==> src/hdl/tqe_pkg.sv <==
// Package for the timer queue expiry engine: field widths, codes and
// transaction payload types. No dependencies.
`timescale 1ns / 1ps
`default_nettype none
package tqe_pkg;

   localparam int EXP_W     = 48;
   localparam int PER_W     = 32;
   localparam int WORD_W    = 32;
   localparam int MAX_FIRES = 32;
   localparam int LOG_W     = $clog2(MAX_FIRES);

   typedef enum logic [1:0] {
      ACT_ADD    = 2'd0,
      ACT_DELETE = 2'd1,
      ACT_RESET  = 2'd2,
      ACT_RUN    = 2'd3
   } action_type;

   typedef enum logic [2:0] {
      KIND_ADD_ACK    = 3'd0,
      KIND_DELETE_ACK = 3'd1,
      KIND_RESET_ACK  = 3'd2,
      KIND_FIRED      = 3'd3,
      KIND_RUN_DONE   = 3'd4
   } kind_type;

   typedef enum logic [1:0] {
      STAT_OK       = 2'd0,
      STAT_FULL     = 2'd1,
      STAT_NO_TIMER = 2'd2
   } status_type;

   typedef struct packed {
      action_type          action;
      logic [3:0]          timer_id;
      logic [EXP_W-1:0]    expire_at;
      logic [PER_W-1:0]    period;
      logic [WORD_W-1:0]   context_word;
      logic [WORD_W-1:0]   user_word;
      logic [EXP_W-1:0]    now_time;
   } req_type;

   typedef struct packed {
      kind_type            kind;
      status_type          status;
      logic [3:0]          slot_id;
      logic [WORD_W-1:0]   fired_context;
      logic [WORD_W-1:0]   fired_user;
      logic [5:0]          fired_count;
      logic                last;
      logic [4:0]          active_count;
      logic                none_active;
      logic [3:0]          earliest_slot;
      logic [EXP_W-1:0]    earliest_expire;
   } rsp_type;

endpackage
`default_nettype wire

==> src/hdl/tqe_if.sv <==
// Valid/ready channel interfaces for request and response transactions.
// Depends on tqe_pkg.
`timescale 1ns / 1ps
`default_nettype none
interface tqe_req_if;
   logic             valid;
   logic             ready;
   tqe_pkg::req_type data;
   modport source (output valid, output data, input ready);
   modport sink (input valid, input data, output ready);
endinterface

interface tqe_rsp_if;
   logic             valid;
   logic             ready;
   tqe_pkg::rsp_type data;
   modport source (output valid, output data, input ready);
   modport sink (input valid, input data, output ready);
endinterface
`default_nettype wire

==> src/hdl/tqe_rem.sv <==
// Bit-serial remainder unit: dividend mod divisor, one quotient bit a cycle.
// Depends on tqe_pkg.
`timescale 1ns / 1ps
`default_nettype none
module tqe_rem (
   input  wire logic                        clock,
   input  wire logic                        reset,
   input  wire logic                        start,
   input  wire logic [tqe_pkg::EXP_W-1:0]   dividend,
   input  wire logic [tqe_pkg::PER_W-1:0]   divisor,
   output logic                             done,
   output logic [tqe_pkg::PER_W-1:0]        remainder
);
   localparam int CNT_W = $clog2(tqe_pkg::EXP_W);

   logic                        busy_ff;
   logic                        done_ff;
   logic [CNT_W-1:0]            cnt_ff;
   logic [tqe_pkg::EXP_W-1:0]   dvd_ff;
   logic [tqe_pkg::PER_W-1:0]   rem_ff;
   logic [tqe_pkg::PER_W:0]     shifted;
   logic [tqe_pkg::PER_W-1:0]   rem_in;

   assign shifted = {rem_ff, dvd_ff[tqe_pkg::EXP_W-1]};

   always_comb begin
      if (shifted >= {1'b0, divisor}) begin
         rem_in = tqe_pkg::PER_W'(shifted - {1'b0, divisor});
      end else begin
         rem_in = shifted[tqe_pkg::PER_W-1:0];
      end
   end

   always_ff @(posedge clock) begin
      if (reset) begin
         busy_ff <= 1'b0;
         done_ff <= 1'b0;
      end else begin
         done_ff <= 1'b0;
         if (start) begin
            busy_ff <= 1'b1;
            cnt_ff  <= CNT_W'(tqe_pkg::EXP_W - 1);
            dvd_ff  <= dividend;
            rem_ff  <= '0;
         end else if (busy_ff) begin
            rem_ff <= rem_in;
            dvd_ff <= {dvd_ff[tqe_pkg::EXP_W-2:0], 1'b0};
            cnt_ff <= cnt_ff - 1'b1;
            if (cnt_ff == '0) begin
               busy_ff <= 1'b0;
               done_ff <= 1'b1;
            end
         end
      end
   end

   assign done      = done_ff;
   assign remainder = rem_ff;
endmodule
`default_nettype wire

==> src/hdl/timer_queue_expiry_engine.sv <==
// Timer slot table with expiry engine: slot memories, scan sequencer and
// response staging. Depends on tqe_pkg, tqe_if and tqe_rem.
//
//   channel  direction  handshake      payload
//   req_if   in         valid/ready    tqe_pkg::req_type
//   rsp_if   out        valid/ready    tqe_pkg::rsp_type
//
// One transaction at a time. Add, delete and reset each end with a scan of the
// expiry memory, one slot a cycle. A run rescans after each fired one-shot timer
// and ends with one final scan; a fired periodic timer first passes through the
// serial remainder unit and a write-back state before its rescan.
// Each fired result is staged through a read state and a load state. No clearing
// pass after reset. A stalled response holds all state; the next request waits for
// the last.
`timescale 1ns / 1ps
`default_nettype none
module timer_queue_expiry_engine #(
   parameter int TIMER_SLOTS = 16
) (
   input  wire logic  clock,
   input  wire logic  reset,
   tqe_req_if.sink    req_if,
   tqe_rsp_if.source  rsp_if
);
   localparam int SW = $clog2(TIMER_SLOTS);
   localparam int CW = $clog2(TIMER_SLOTS + 1);

   typedef struct packed {
      logic [tqe_pkg::EXP_W-1:0] expire;
      logic [tqe_pkg::PER_W-1:0] period;
   } tp_entry_type;

   typedef struct packed {
      logic [tqe_pkg::WORD_W-1:0] ctx;
      logic [tqe_pkg::WORD_W-1:0] usr;
   } cu_entry_type;

   typedef enum logic [3:0] {
      S_IDLE, S_OP, S_SCAN, S_FIRE, S_DIV, S_WRITE,
      S_EMIT, S_EMIT_RD, S_EMIT_LD, S_EMIT_WAIT
   } state_type;

   state_type                   state_ff;

   // latched request
   tqe_pkg::action_type         act_ff;
   logic [3:0]                  tid_ff;
   logic [tqe_pkg::EXP_W-1:0]   exp_ff;
   logic [tqe_pkg::PER_W-1:0]   per_ff;
   logic [tqe_pkg::WORD_W-1:0]  ctx_ff;
   logic [tqe_pkg::WORD_W-1:0]  usr_ff;
   logic [tqe_pkg::EXP_W-1:0]   now_ff;

   logic [TIMER_SLOTS-1:0]      valid_ff;
   logic [CW-1:0]               active_ff;
   logic [SW-1:0]               free_ff;
   logic                        full_ff;
   logic                        free_seen_ff;

   logic [CW-1:0]               scan_cnt_ff;
   logic                        dv_ff;
   logic [SW-1:0]               didx_ff;
   logic                        found_ff;
   logic [SW-1:0]               best_slot_ff;
   logic [tqe_pkg::EXP_W-1:0]   best_exp_ff;
   logic [tqe_pkg::PER_W-1:0]   best_per_ff;

   logic [5:0]                  fired_ff;
   logic [SW-1:0]               log_ff [tqe_pkg::MAX_FIRES];
   logic [5:0]                  emit_k_ff;
   logic [tqe_pkg::EXP_W-1:0]   d_ff;
   logic                        div_start_ff;

   tqe_pkg::status_type         ack_status_ff;
   logic [3:0]                  ack_slot_ff;

   logic                        out_valid_ff;
   tqe_pkg::kind_type           out_kind_ff;
   tqe_pkg::status_type         out_status_ff;
   logic [3:0]                  out_slot_ff;
   logic [tqe_pkg::WORD_W-1:0]  out_ctx_ff;
   logic [tqe_pkg::WORD_W-1:0]  out_usr_ff;
   logic [5:0]                  out_cnt_ff;
   logic                        out_last_ff;

   // memories
   tp_entry_type                tp_mem [TIMER_SLOTS];
   cu_entry_type                cu_mem [TIMER_SLOTS];
   tp_entry_type                tp_rd_ff;
   cu_entry_type                cu_rd_ff;
   logic                        tp_we;
   logic                        cu_we;
   logic [SW-1:0]               wr_addr;
   tp_entry_type                tp_wd;
   cu_entry_type                cu_wd;
   logic [SW-1:0]               tp_ra;
   logic [SW-1:0]               cu_ra;

   logic                        id_live;
   logic [SW-1:0]               tid_idx;
   logic                        is_run;
   logic                        div_done;
   logic [tqe_pkg::PER_W-1:0]   div_rem;
   logic [tqe_pkg::PER_W-1:0]   addend;
   logic [tqe_pkg::EXP_W:0]     sum;
   logic [tqe_pkg::EXP_W-1:0]   ne_in;
   tqe_pkg::kind_type           ack_kind;

   assign tid_idx = SW'(tid_ff);
   assign id_live = (32'(tid_ff) < TIMER_SLOTS) && valid_ff[tid_idx];
   assign is_run  = (act_ff == tqe_pkg::ACT_RUN);

   tqe_rem u_rem (
      .clock     (clock),
      .reset     (reset),
      .start     (div_start_ff),
      .dividend  (d_ff),
      .divisor   (best_per_ff),
      .done      (div_done),
      .remainder (div_rem)
   );

   // catch-up: land on the first period boundary past the fired expiry that is at or after now
   always_comb begin
      if (d_ff == '0) begin
         addend = best_per_ff;
      end else if (div_rem == '0) begin
         addend = '0;
      end else begin
         addend = best_per_ff - div_rem;
      end
      sum   = {1'b0, now_ff} + (tqe_pkg::EXP_W + 1)'(addend);
      ne_in = sum[tqe_pkg::EXP_W] ? '1 : sum[tqe_pkg::EXP_W-1:0];
   end

   always_comb begin
      tp_we   = 1'b0;
      cu_we   = 1'b0;
      wr_addr = best_slot_ff;
      tp_wd   = '{expire: exp_ff, period: per_ff};
      cu_wd   = '{ctx: ctx_ff, usr: usr_ff};
      if (state_ff == S_OP) begin
         if (act_ff == tqe_pkg::ACT_ADD && !full_ff) begin
            tp_we   = 1'b1;
            cu_we   = 1'b1;
            wr_addr = free_ff;
         end else if (act_ff == tqe_pkg::ACT_RESET && id_live) begin
            tp_we   = 1'b1;
            cu_we   = 1'b1;
            wr_addr = tid_idx;
         end
      end else if (state_ff == S_WRITE) begin
         tp_we = 1'b1;
         tp_wd = '{expire: ne_in, period: best_per_ff};
      end
   end

   assign tp_ra = scan_cnt_ff[SW-1:0];
   assign cu_ra = log_ff[emit_k_ff[tqe_pkg::LOG_W-1:0]];

   always_ff @(posedge clock) begin
      if (tp_we) begin
         tp_mem[wr_addr] <= tp_wd;
      end
      if (cu_we) begin
         cu_mem[wr_addr] <= cu_wd;
      end
      tp_rd_ff <= tp_mem[tp_ra];
      cu_rd_ff <= cu_mem[cu_ra];
   end

   always_comb begin
      case (act_ff)
         tqe_pkg::ACT_ADD:    ack_kind = tqe_pkg::KIND_ADD_ACK;
         tqe_pkg::ACT_DELETE: ack_kind = tqe_pkg::KIND_DELETE_ACK;
         tqe_pkg::ACT_RESET:  ack_kind = tqe_pkg::KIND_RESET_ACK;
         default:             ack_kind = tqe_pkg::KIND_RUN_DONE;
      endcase
   end

   always_ff @(posedge clock) begin
      if (reset) begin
         state_ff     <= S_IDLE;
         valid_ff     <= '0;
         active_ff    <= '0;
         free_ff      <= '0;
         full_ff      <= 1'b0;
         found_ff     <= 1'b0;
         dv_ff        <= 1'b0;
         fired_ff     <= '0;
         div_start_ff <= 1'b0;
         out_valid_ff <= 1'b0;
      end else begin
         div_start_ff <= 1'b0;
         case (state_ff)
            S_IDLE: begin
               if (req_if.valid) begin
                  act_ff   <= req_if.data.action;
                  tid_ff   <= req_if.data.timer_id;
                  exp_ff   <= req_if.data.expire_at;
                  per_ff   <= req_if.data.period;
                  ctx_ff   <= req_if.data.context_word;
                  usr_ff   <= req_if.data.user_word;
                  now_ff   <= req_if.data.now_time;
                  state_ff <= S_OP;
               end
            end
            S_OP: begin
               case (act_ff)
                  tqe_pkg::ACT_ADD: begin
                     if (full_ff) begin
                        ack_status_ff <= tqe_pkg::STAT_FULL;
                        ack_slot_ff   <= '0;
                     end else begin
                        valid_ff[free_ff] <= 1'b1;
                        active_ff         <= active_ff + 1'b1;
                        ack_status_ff     <= tqe_pkg::STAT_OK;
                        ack_slot_ff       <= 4'(free_ff);
                     end
                  end
                  tqe_pkg::ACT_DELETE: begin
                     if (id_live) begin
                        valid_ff[tid_idx] <= 1'b0;
                        active_ff         <= active_ff - 1'b1;
                     end
                     ack_status_ff <= id_live ? tqe_pkg::STAT_OK : tqe_pkg::STAT_NO_TIMER;
                     ack_slot_ff   <= tid_ff;
                  end
                  tqe_pkg::ACT_RESET: begin
                     ack_status_ff <= id_live ? tqe_pkg::STAT_OK : tqe_pkg::STAT_NO_TIMER;
                     ack_slot_ff   <= tid_ff;
                  end
                  default: begin
                     fired_ff <= '0;
                  end
               endcase
               scan_cnt_ff  <= '0;
               dv_ff        <= 1'b0;
               found_ff     <= 1'b0;
               free_seen_ff <= 1'b0;
               state_ff     <= S_SCAN;
            end
            S_SCAN: begin
               // issue one read a cycle, compare the one that just came back
               if (scan_cnt_ff < CW'(TIMER_SLOTS)) begin
                  scan_cnt_ff <= scan_cnt_ff + 1'b1;
                  dv_ff       <= 1'b1;
                  didx_ff     <= scan_cnt_ff[SW-1:0];
               end else begin
                  dv_ff <= 1'b0;
               end
               if (dv_ff) begin
                  if (valid_ff[didx_ff] && (!found_ff || tp_rd_ff.expire < best_exp_ff)) begin
                     found_ff     <= 1'b1;
                     best_slot_ff <= didx_ff;
                     best_exp_ff  <= tp_rd_ff.expire;
                     best_per_ff  <= tp_rd_ff.period;
                  end
                  if (!valid_ff[didx_ff] && !free_seen_ff) begin
                     free_seen_ff <= 1'b1;
                     free_ff      <= didx_ff;
                  end
               end
               if (scan_cnt_ff == CW'(TIMER_SLOTS) && !dv_ff) begin
                  full_ff <= !free_seen_ff;
                  if (is_run && found_ff && now_ff >= best_exp_ff &&
                      fired_ff < 6'(tqe_pkg::MAX_FIRES)) begin
                     state_ff <= S_FIRE;
                  end else begin
                     state_ff <= S_EMIT;
                  end
               end
            end
            S_FIRE: begin
               log_ff[fired_ff[tqe_pkg::LOG_W-1:0]] <= best_slot_ff;
               fired_ff <= fired_ff + 1'b1;
               if (best_per_ff == '0) begin
                  // one-shot: free it and rescan
                  valid_ff[best_slot_ff] <= 1'b0;
                  active_ff    <= active_ff - 1'b1;
                  scan_cnt_ff  <= '0;
                  dv_ff        <= 1'b0;
                  found_ff     <= 1'b0;
                  free_seen_ff <= 1'b0;
                  state_ff     <= S_SCAN;
               end else begin
                  d_ff         <= now_ff - best_exp_ff;
                  div_start_ff <= 1'b1;
                  state_ff     <= S_DIV;
               end
            end
            S_DIV: begin
               if (div_done) begin
                  state_ff <= S_WRITE;
               end
            end
            S_WRITE: begin
               scan_cnt_ff  <= '0;
               dv_ff        <= 1'b0;
               found_ff     <= 1'b0;
               free_seen_ff <= 1'b0;
               state_ff     <= S_SCAN;
            end
            S_EMIT: begin
               if (is_run && fired_ff != '0) begin
                  emit_k_ff <= '0;
                  state_ff  <= S_EMIT_RD;
               end else begin
                  out_kind_ff   <= ack_kind;
                  out_status_ff <= is_run ? tqe_pkg::STAT_OK : ack_status_ff;
                  out_slot_ff   <= is_run ? 4'd0 : ack_slot_ff;
                  out_ctx_ff    <= '0;
                  out_usr_ff    <= '0;
                  out_cnt_ff    <= '0;
                  out_last_ff   <= 1'b1;
                  out_valid_ff  <= 1'b1;
                  state_ff      <= S_EMIT_WAIT;
               end
            end
            S_EMIT_RD: begin
               state_ff <= S_EMIT_LD;
            end
            S_EMIT_LD: begin
               out_kind_ff   <= tqe_pkg::KIND_FIRED;
               out_status_ff <= tqe_pkg::STAT_OK;
               out_slot_ff   <= 4'(log_ff[emit_k_ff[tqe_pkg::LOG_W-1:0]]);
               out_ctx_ff    <= cu_rd_ff.ctx;
               out_usr_ff    <= cu_rd_ff.usr;
               out_cnt_ff    <= '0;
               out_last_ff   <= 1'b0;
               out_valid_ff  <= 1'b1;
               state_ff      <= S_EMIT_WAIT;
            end
            S_EMIT_WAIT: begin
               if (rsp_if.ready) begin
                  if (out_last_ff) begin
                     out_valid_ff <= 1'b0;
                     state_ff     <= S_IDLE;
                  end else if (emit_k_ff + 1'b1 < fired_ff) begin
                     out_valid_ff <= 1'b0;
                     emit_k_ff    <= emit_k_ff + 1'b1;
                     state_ff     <= S_EMIT_RD;
                  end else begin
                     // close the run with its summary transaction
                     out_kind_ff   <= tqe_pkg::KIND_RUN_DONE;
                     out_status_ff <= tqe_pkg::STAT_OK;
                     out_slot_ff   <= '0;
                     out_ctx_ff    <= '0;
                     out_usr_ff    <= '0;
                     out_cnt_ff    <= fired_ff;
                     out_last_ff   <= 1'b1;
                     out_valid_ff  <= 1'b1;
                  end
               end
            end
            default: begin
               state_ff <= S_IDLE;
            end
         endcase
      end
   end

   assign req_if.ready = (state_ff == S_IDLE);
   assign rsp_if.valid = out_valid_ff;

   always_comb begin
      rsp_if.data.kind            = out_kind_ff;
      rsp_if.data.status          = out_status_ff;
      rsp_if.data.slot_id         = out_slot_ff;
      rsp_if.data.fired_context   = out_ctx_ff;
      rsp_if.data.fired_user      = out_usr_ff;
      rsp_if.data.fired_count     = out_cnt_ff;
      rsp_if.data.last            = out_last_ff;
      rsp_if.data.active_count    = 5'(active_ff);
      rsp_if.data.none_active     = !found_ff;
      rsp_if.data.earliest_slot   = found_ff ? 4'(best_slot_ff) : 4'd0;
      rsp_if.data.earliest_expire = found_ff ? best_exp_ff : '0;
   end

   a_active_range: assert property (@(posedge clock) disable iff (reset)
      active_ff <= CW'(TIMER_SLOTS))
      else $error("active count beyond table size");

   a_fired_range: assert property (@(posedge clock) disable iff (reset)
      fired_ff <= 6'(tqe_pkg::MAX_FIRES))
      else $error("fire count beyond run limit");

   a_last_frees: assert property (@(posedge clock) disable iff (reset)
      rsp_if.valid && rsp_if.ready && rsp_if.data.last |=> req_if.ready)
      else $error("engine not idle after final response");

   a_none_empty: assert property (@(posedge clock) disable iff (reset)
      rsp_if.valid && !found_ff |-> active_ff == '0)
      else $error("no earliest timer while timers are live");
endmodule
`default_nettype wire

==> src/flat_wrapper.sv <==
// flat-port wrapper written by rule: the top's interface ports become plain ports
module timer_queue_expiry_engine_flat 
#(
   parameter int TIMER_SLOTS = 16
)
  (clock, reset, req_if_valid, req_if_data, req_if_ready, rsp_if_valid, rsp_if_data, rsp_if_ready);
  tqe_req_if req_if_i ();
  tqe_rsp_if rsp_if_i ();
  input  wire logic clock;
  input  wire logic reset;
  input wire logic [$bits(req_if_i.valid)-1:0] req_if_valid;
  input wire logic [$bits(req_if_i.data)-1:0] req_if_data;
  output wire logic [$bits(req_if_i.ready)-1:0] req_if_ready;
  output wire logic [$bits(rsp_if_i.valid)-1:0] rsp_if_valid;
  output wire logic [$bits(rsp_if_i.data)-1:0] rsp_if_data;
  input wire logic [$bits(rsp_if_i.ready)-1:0] rsp_if_ready;
  assign req_if_i.valid = req_if_valid;
  assign req_if_i.data = req_if_data;
  assign req_if_ready = req_if_i.ready;
  assign rsp_if_valid = rsp_if_i.valid;
  assign rsp_if_data = rsp_if_i.data;
  assign rsp_if_i.ready = rsp_if_ready;
  timer_queue_expiry_engine #(.TIMER_SLOTS(TIMER_SLOTS)) u_core (.clock(clock), .reset(reset), .req_if(req_if_i), .rsp_if(rsp_if_i));
endmodule
==> config.mk <==
export PLATFORM = sky130hd
export DESIGN_NAME = timer_queue_expiry_engine_flat
export DESIGN_NICKNAME = d
export VERILOG_FILES = /design/src/hdl/tqe_pkg.sv /design/src/hdl/tqe_if.sv /design/src/hdl/tqe_rem.sv /design/src/hdl/timer_queue_expiry_engine.sv /design/src/flat_wrapper.sv
export SDC_FILE = /design/constraint.sdc
export NUM_CORES = 2
export LEC_CHECK = 0
export BUFFER_PORTS_ARGS = -buffer_cell sky130_fd_sc_hd__buf_4
export CAP_MARGIN = 20
export CORE_ASPECT_RATIO = 0.5
export CORE_MARGIN = 2
export CORE_UTILIZATION = 55
export DETAILED_ROUTE_END_ITERATION = 7
export HOLD_SLACK_MARGIN = 0.06
export PLACE_DENSITY_LB_ADDON = 0.3
export SYNTH_ARGS = -nofsm -noshare
export SYNTH_HDL_FRONTEND = slang
export SYNTH_SLANG_ARGS = --single-unit
==> constraint.sdc <==
create_clock -name clock -period 9.7 [get_ports clock]
set_clock_uncertainty 0.15 [all_clocks]
set_input_delay 0.97 -clock clock [delete_from_list [all_inputs] [get_ports clock]]
set_output_delay 0.97 -clock clock [all_outputs]
set_load 0.01 [all_outputs]
==> results.toml <==
[pwr]
clkPwrFrac = 0.354
p_leak_nw = 48.6
swShare = 0.243
p_per_area_mw_per_mm2 = 219
vdd_ir_drop_max_mv = 0.180
p_switching_w = 0.00757
intPower_w = 0.0236
combPwrFrac = 0.121
p_seq_frac = 0.526

[setup_path]
worst_setup_path_end_kind = "flop"
cp_max_fo = 33
cp_slowest_cell = "a21oi_1"
crit_start = "u_core.d_ff[45]$_DFFE_PP_"
crit_arrival_ns = 8.26
crit_type = "flop to flop"
max_stage_delay_ns = 0.94
endpoint = "u_core.tp_mem[8][34]$_DFFE_PP_"
startpoint_type = "flop"
rr_endpoint = "u_core.tp_mem[8][34]$_DFFE_PP_"
ff2ff_path_depth = 18
r2r_start = "u_core.d_ff[45]$_DFFE_PP_"
worstPathRequired_ns = 10.01
reg2reg_setup_slack_ns = 1.75
crit_chain = "nor4_1 -> nand4_1 -> nor3_2 -> buf_4 -> nor2_1 -> inv_1 -> o21ai_0 -> ha_1 -> o2111ai_1 -> o22ai_1 -> nand2_1 -> a2111oi_0 -> o21ai_1 -> o2bb2ai_1 -> nor3_2 -> a31oi_4 -> buf_4 -> a21oi_1"

[cts]
clockRootBuffer = "clkbuf_16"
post_cts_resize_count = 0
path_clk_slew_ns = 0.07
clk_latency_ns = 0.86
clockBufferDepth = 4
hold_buffers = 0
cts.sinks = 3141
cts_tree = "built"
postCtsSetupBuffers = 0
cts_buffers = 275
cts_max_level = 5

[route]
via_count = 72900
first_pass_iters = 7
wl_per_cell_microns = 27.2
routed_wl_microns = 318000
first_iter_violations = 10100
ant_nets = 0
vias_per_cell = 6.24
drc = 0

[sta]
drv_slew = 0
setup_tns_ns = 0
slew_headroom = 0.234
worst_pin_slew_ns = 1.15
rsz0062_at_grt = "false"
finalSetupViolCount = 0
fmax_mhz = 126
timing.final.ws_setup_ns = 1.75
layout_min_cycle_time_ns = 7.95
period_share = 0.820
hold_viol = 0

[layout]
fin_nets = 8789
layout-drive-gt1-share = 0.170
stdcell_area_sq_mm = 0.142
syn_to_final_growth_pct = 12.1

[logic_synthesis]
yosysMostFrequentCell = "edfxtp_1"
post-synth-top-area-cell = "edfxtp_1"
synthArstFlopShare = 0
syn-num-nets = 8426
yosysSeqAreaShare = 0.727
ys_top_cells_by_count = "edfxtp_1, nand2_1, mux4_2"
synth_top_area_share = 0.697
synth_edf_count = 2950
yosysWarningCount = 0
syn_area_per_cell_sq_um = 15.9
ys_ff_latch = 3141
synth_area_sq_mm = 0.127
ys_types = 80
synth_top_cells_by_area = "edfxtp_1, mux4_2, nand2_1"
synth_ff_type = "edfxtp_1"
synthCells = 8007

[placed_design]
hpwlAfterDp_microns = 181000
dpl_cell_area_sq_mm = 0.133
place_ws_ns = 1.83
gp_congestion = 0.919
io_buffers = 341

[floorplan]
die_h_microns = 344
die_area_sq_mm = 0.235
fp.coreArea_sq_mm = 0.229
ios = 342
rows = 124
die_w_microns = 684
start_util = 0.555

[grt]
grt_usage = 0.267
grt_overflow = 0
grt_pass1_vias = 70400
grt_max_degree = 205
grt_pass1_wl_microns = 465000
grt_antenna_before_repair = 4

[status]
outcome = "complete, no violations"

[run]
cap_viol_max_count = 0

[worst_hold_path]
worstHoldPathType = "input port to flop"
## routing by layer
layer  global-route usage  up-vias  wire (microns)
li1                     -    31600               -
met1                0.381    37000          129000
met2                0.429     3667          151000
met5                    0        -              34
met4               0.0817        6           10100
met3               0.0432      567           27300
## power groups by stage
stage / combinational, W / sequential (W) / clock, W
finish: 0.00376 / 0.0164 / 0.0110
detailed placement: 0.00374 / 0.0167 / 0
global route: 0.00403 / 0.0164 / 0.0117
CTS: 0.00376 / 0.0164 / 0.0111
floorplan: 0.00259 / 0.0164 / 0
global placement: 0.00368 / 0.0167 / 0
## worst max-delay path: cells and delay by family, from the launching register on
family | cells | cell delay [ns]
buffers and inverters | 3 | 1.42
AOI/OAI and AO/OA | 8 | 3.08
and+or+nand+nor | 6 | 1.94
adders and majority gates | 1 | 0.48
DFF | 1 | 0.40
## per-stage QoR
stage	hold slack [ns]	total power [W]	cells	util
floorplan	0.236	0.0190	8007	-
global placement	0.243	0.0203	11200	0.582
detailed placement	0.246	0.0204	11200	0.582
CTS	0.0746	0.0313	11700	0.621
global route	0.0840	0.0321	11700	0.622
finish	0.127	0.0312	11700	0.622
## cells by family (layout without fill, tap and decap cells)
kind of cell / after synthesis / count (layout) / synth area share
other: 0 / 3 / 0
AOI/OAI and AO/OA: 1035 / 1035 / 0.0543
buffers and inverters: 588 / 1167 / 0.0188
muxes: 512 / 512 / 0.0853
and+or+nand+nor: 2370 / 2370 / 0.0829
DFF: 3141 / 3141 / 0.727
adders and majority gates: 217 / 217 / 0.0216
xor gates and xnor gates: 144 / 144 / 0.00992
## registers in the layout (all words and copies together) (netlist names), 5 cells and up, named ones only
| register | count |
|---|---|
| u_core.active_ff | 5 |
| u_core.best_exp_ff | 48 |
| u_core.best_per_ff | 32 |
| u_core.ctx_ff | 32 |
| u_core.cu_mem | 1024 |
| u_core.cu_rd_ff | 64 |
| u_core.d_ff | 48 |
| u_core.emit_k_ff | 6 |
| u_core.exp_ff | 48 |
| u_core.fired_ff | 6 |
| u_core.log_ff | 128 |
| u_core.now_ff | 48 |
| u_core.out_cnt_ff | 6 |
| u_core.out_ctx_ff | 32 |
| u_core.out_usr_ff | 32 |
| u_core.per_ff | 32 |
| u_core.scan_cnt_ff | 5 |
| u_core.tp_mem | 1280 |
| u_core.tp_rd_ff | 80 |
| u_core.u_rem.cnt_ff | 6 |
| u_core.u_rem.dvd_ff | 48 |
| u_core.u_rem.remainder | 32 |
| u_core.usr_ff | 32 |
| u_core.valid_ff | 16 |
## layout make-up
type                       instances  area [sq um]
inverter                         173           649
multi-input combinational       4278         32700
clock buffer                     364          7610
clock inverter                   129          1270
antenna                            3          7.51
timing repair buffer             501          3950
tap                             3087          3860
sequential                      3141         92400
fill                           16200         86700
## cell usage in the layout (no fill, tap or decap), types with 25 or more instances in the layout
master / n
a21o_1: 111
a21oi_1: 265
a311oi_1: 199
a31oi_1: 84
and2_1: 86
and3_1: 154
buf_4: 485
clkbuf_1: 63
clkbuf_16: 287
clkinv_1: 38
clkinv_2: 43
dfxtp_1: 189
edfxtp_1: 2950
ha_1: 213
inv_1: 171
mux2_2: 49
mux4_2: 450
nand2_1: 1237
nand2b_1: 38
nand3_1: 312
nand4_1: 46
nor2_1: 297
nor2_4: 36
nor2b_1: 39
nor3_1: 33
nor4_1: 36
o211ai_1: 25
o21ai_0: 176
xnor2_1: 83
xor2_1: 61
## worst min path at each step
| stage | from | to | slack [ns] | depth (start not counted) |
|---|---|---|---|---|
| 3_3_place_gp | u_core.tp_rd_ff[0]$_DFF_P_ | u_core.best_per_ff[0]$_DFFE_PP_ | 0.24 | 0 |
| 3_5_place_dp | u_core.tp_rd_ff[0]$_DFF_P_ | u_core.best_per_ff[0]$_DFFE_PP_ | 0.25 | 0 |
| 2_1_floorplan | u_core.tp_rd_ff[0]$_DFF_P_ | u_core.best_per_ff[0]$_DFFE_PP_ | 0.24 | 0 |
| 5_1_grt | req_if_data[156] | u_core.exp_ff[12]$_DFFE_PP_ | 0.08 | 1 |
| 6_report | req_if_data[13] | u_core.now_ff[13]$_DFFE_PP_ | 0.13 | 1 |
| 4_1_cts | req_if_data[156] | u_core.exp_ff[12]$_DFFE_PP_ | 0.07 | 1 |
Note: power is estimated with default switching activity, not from simulation.
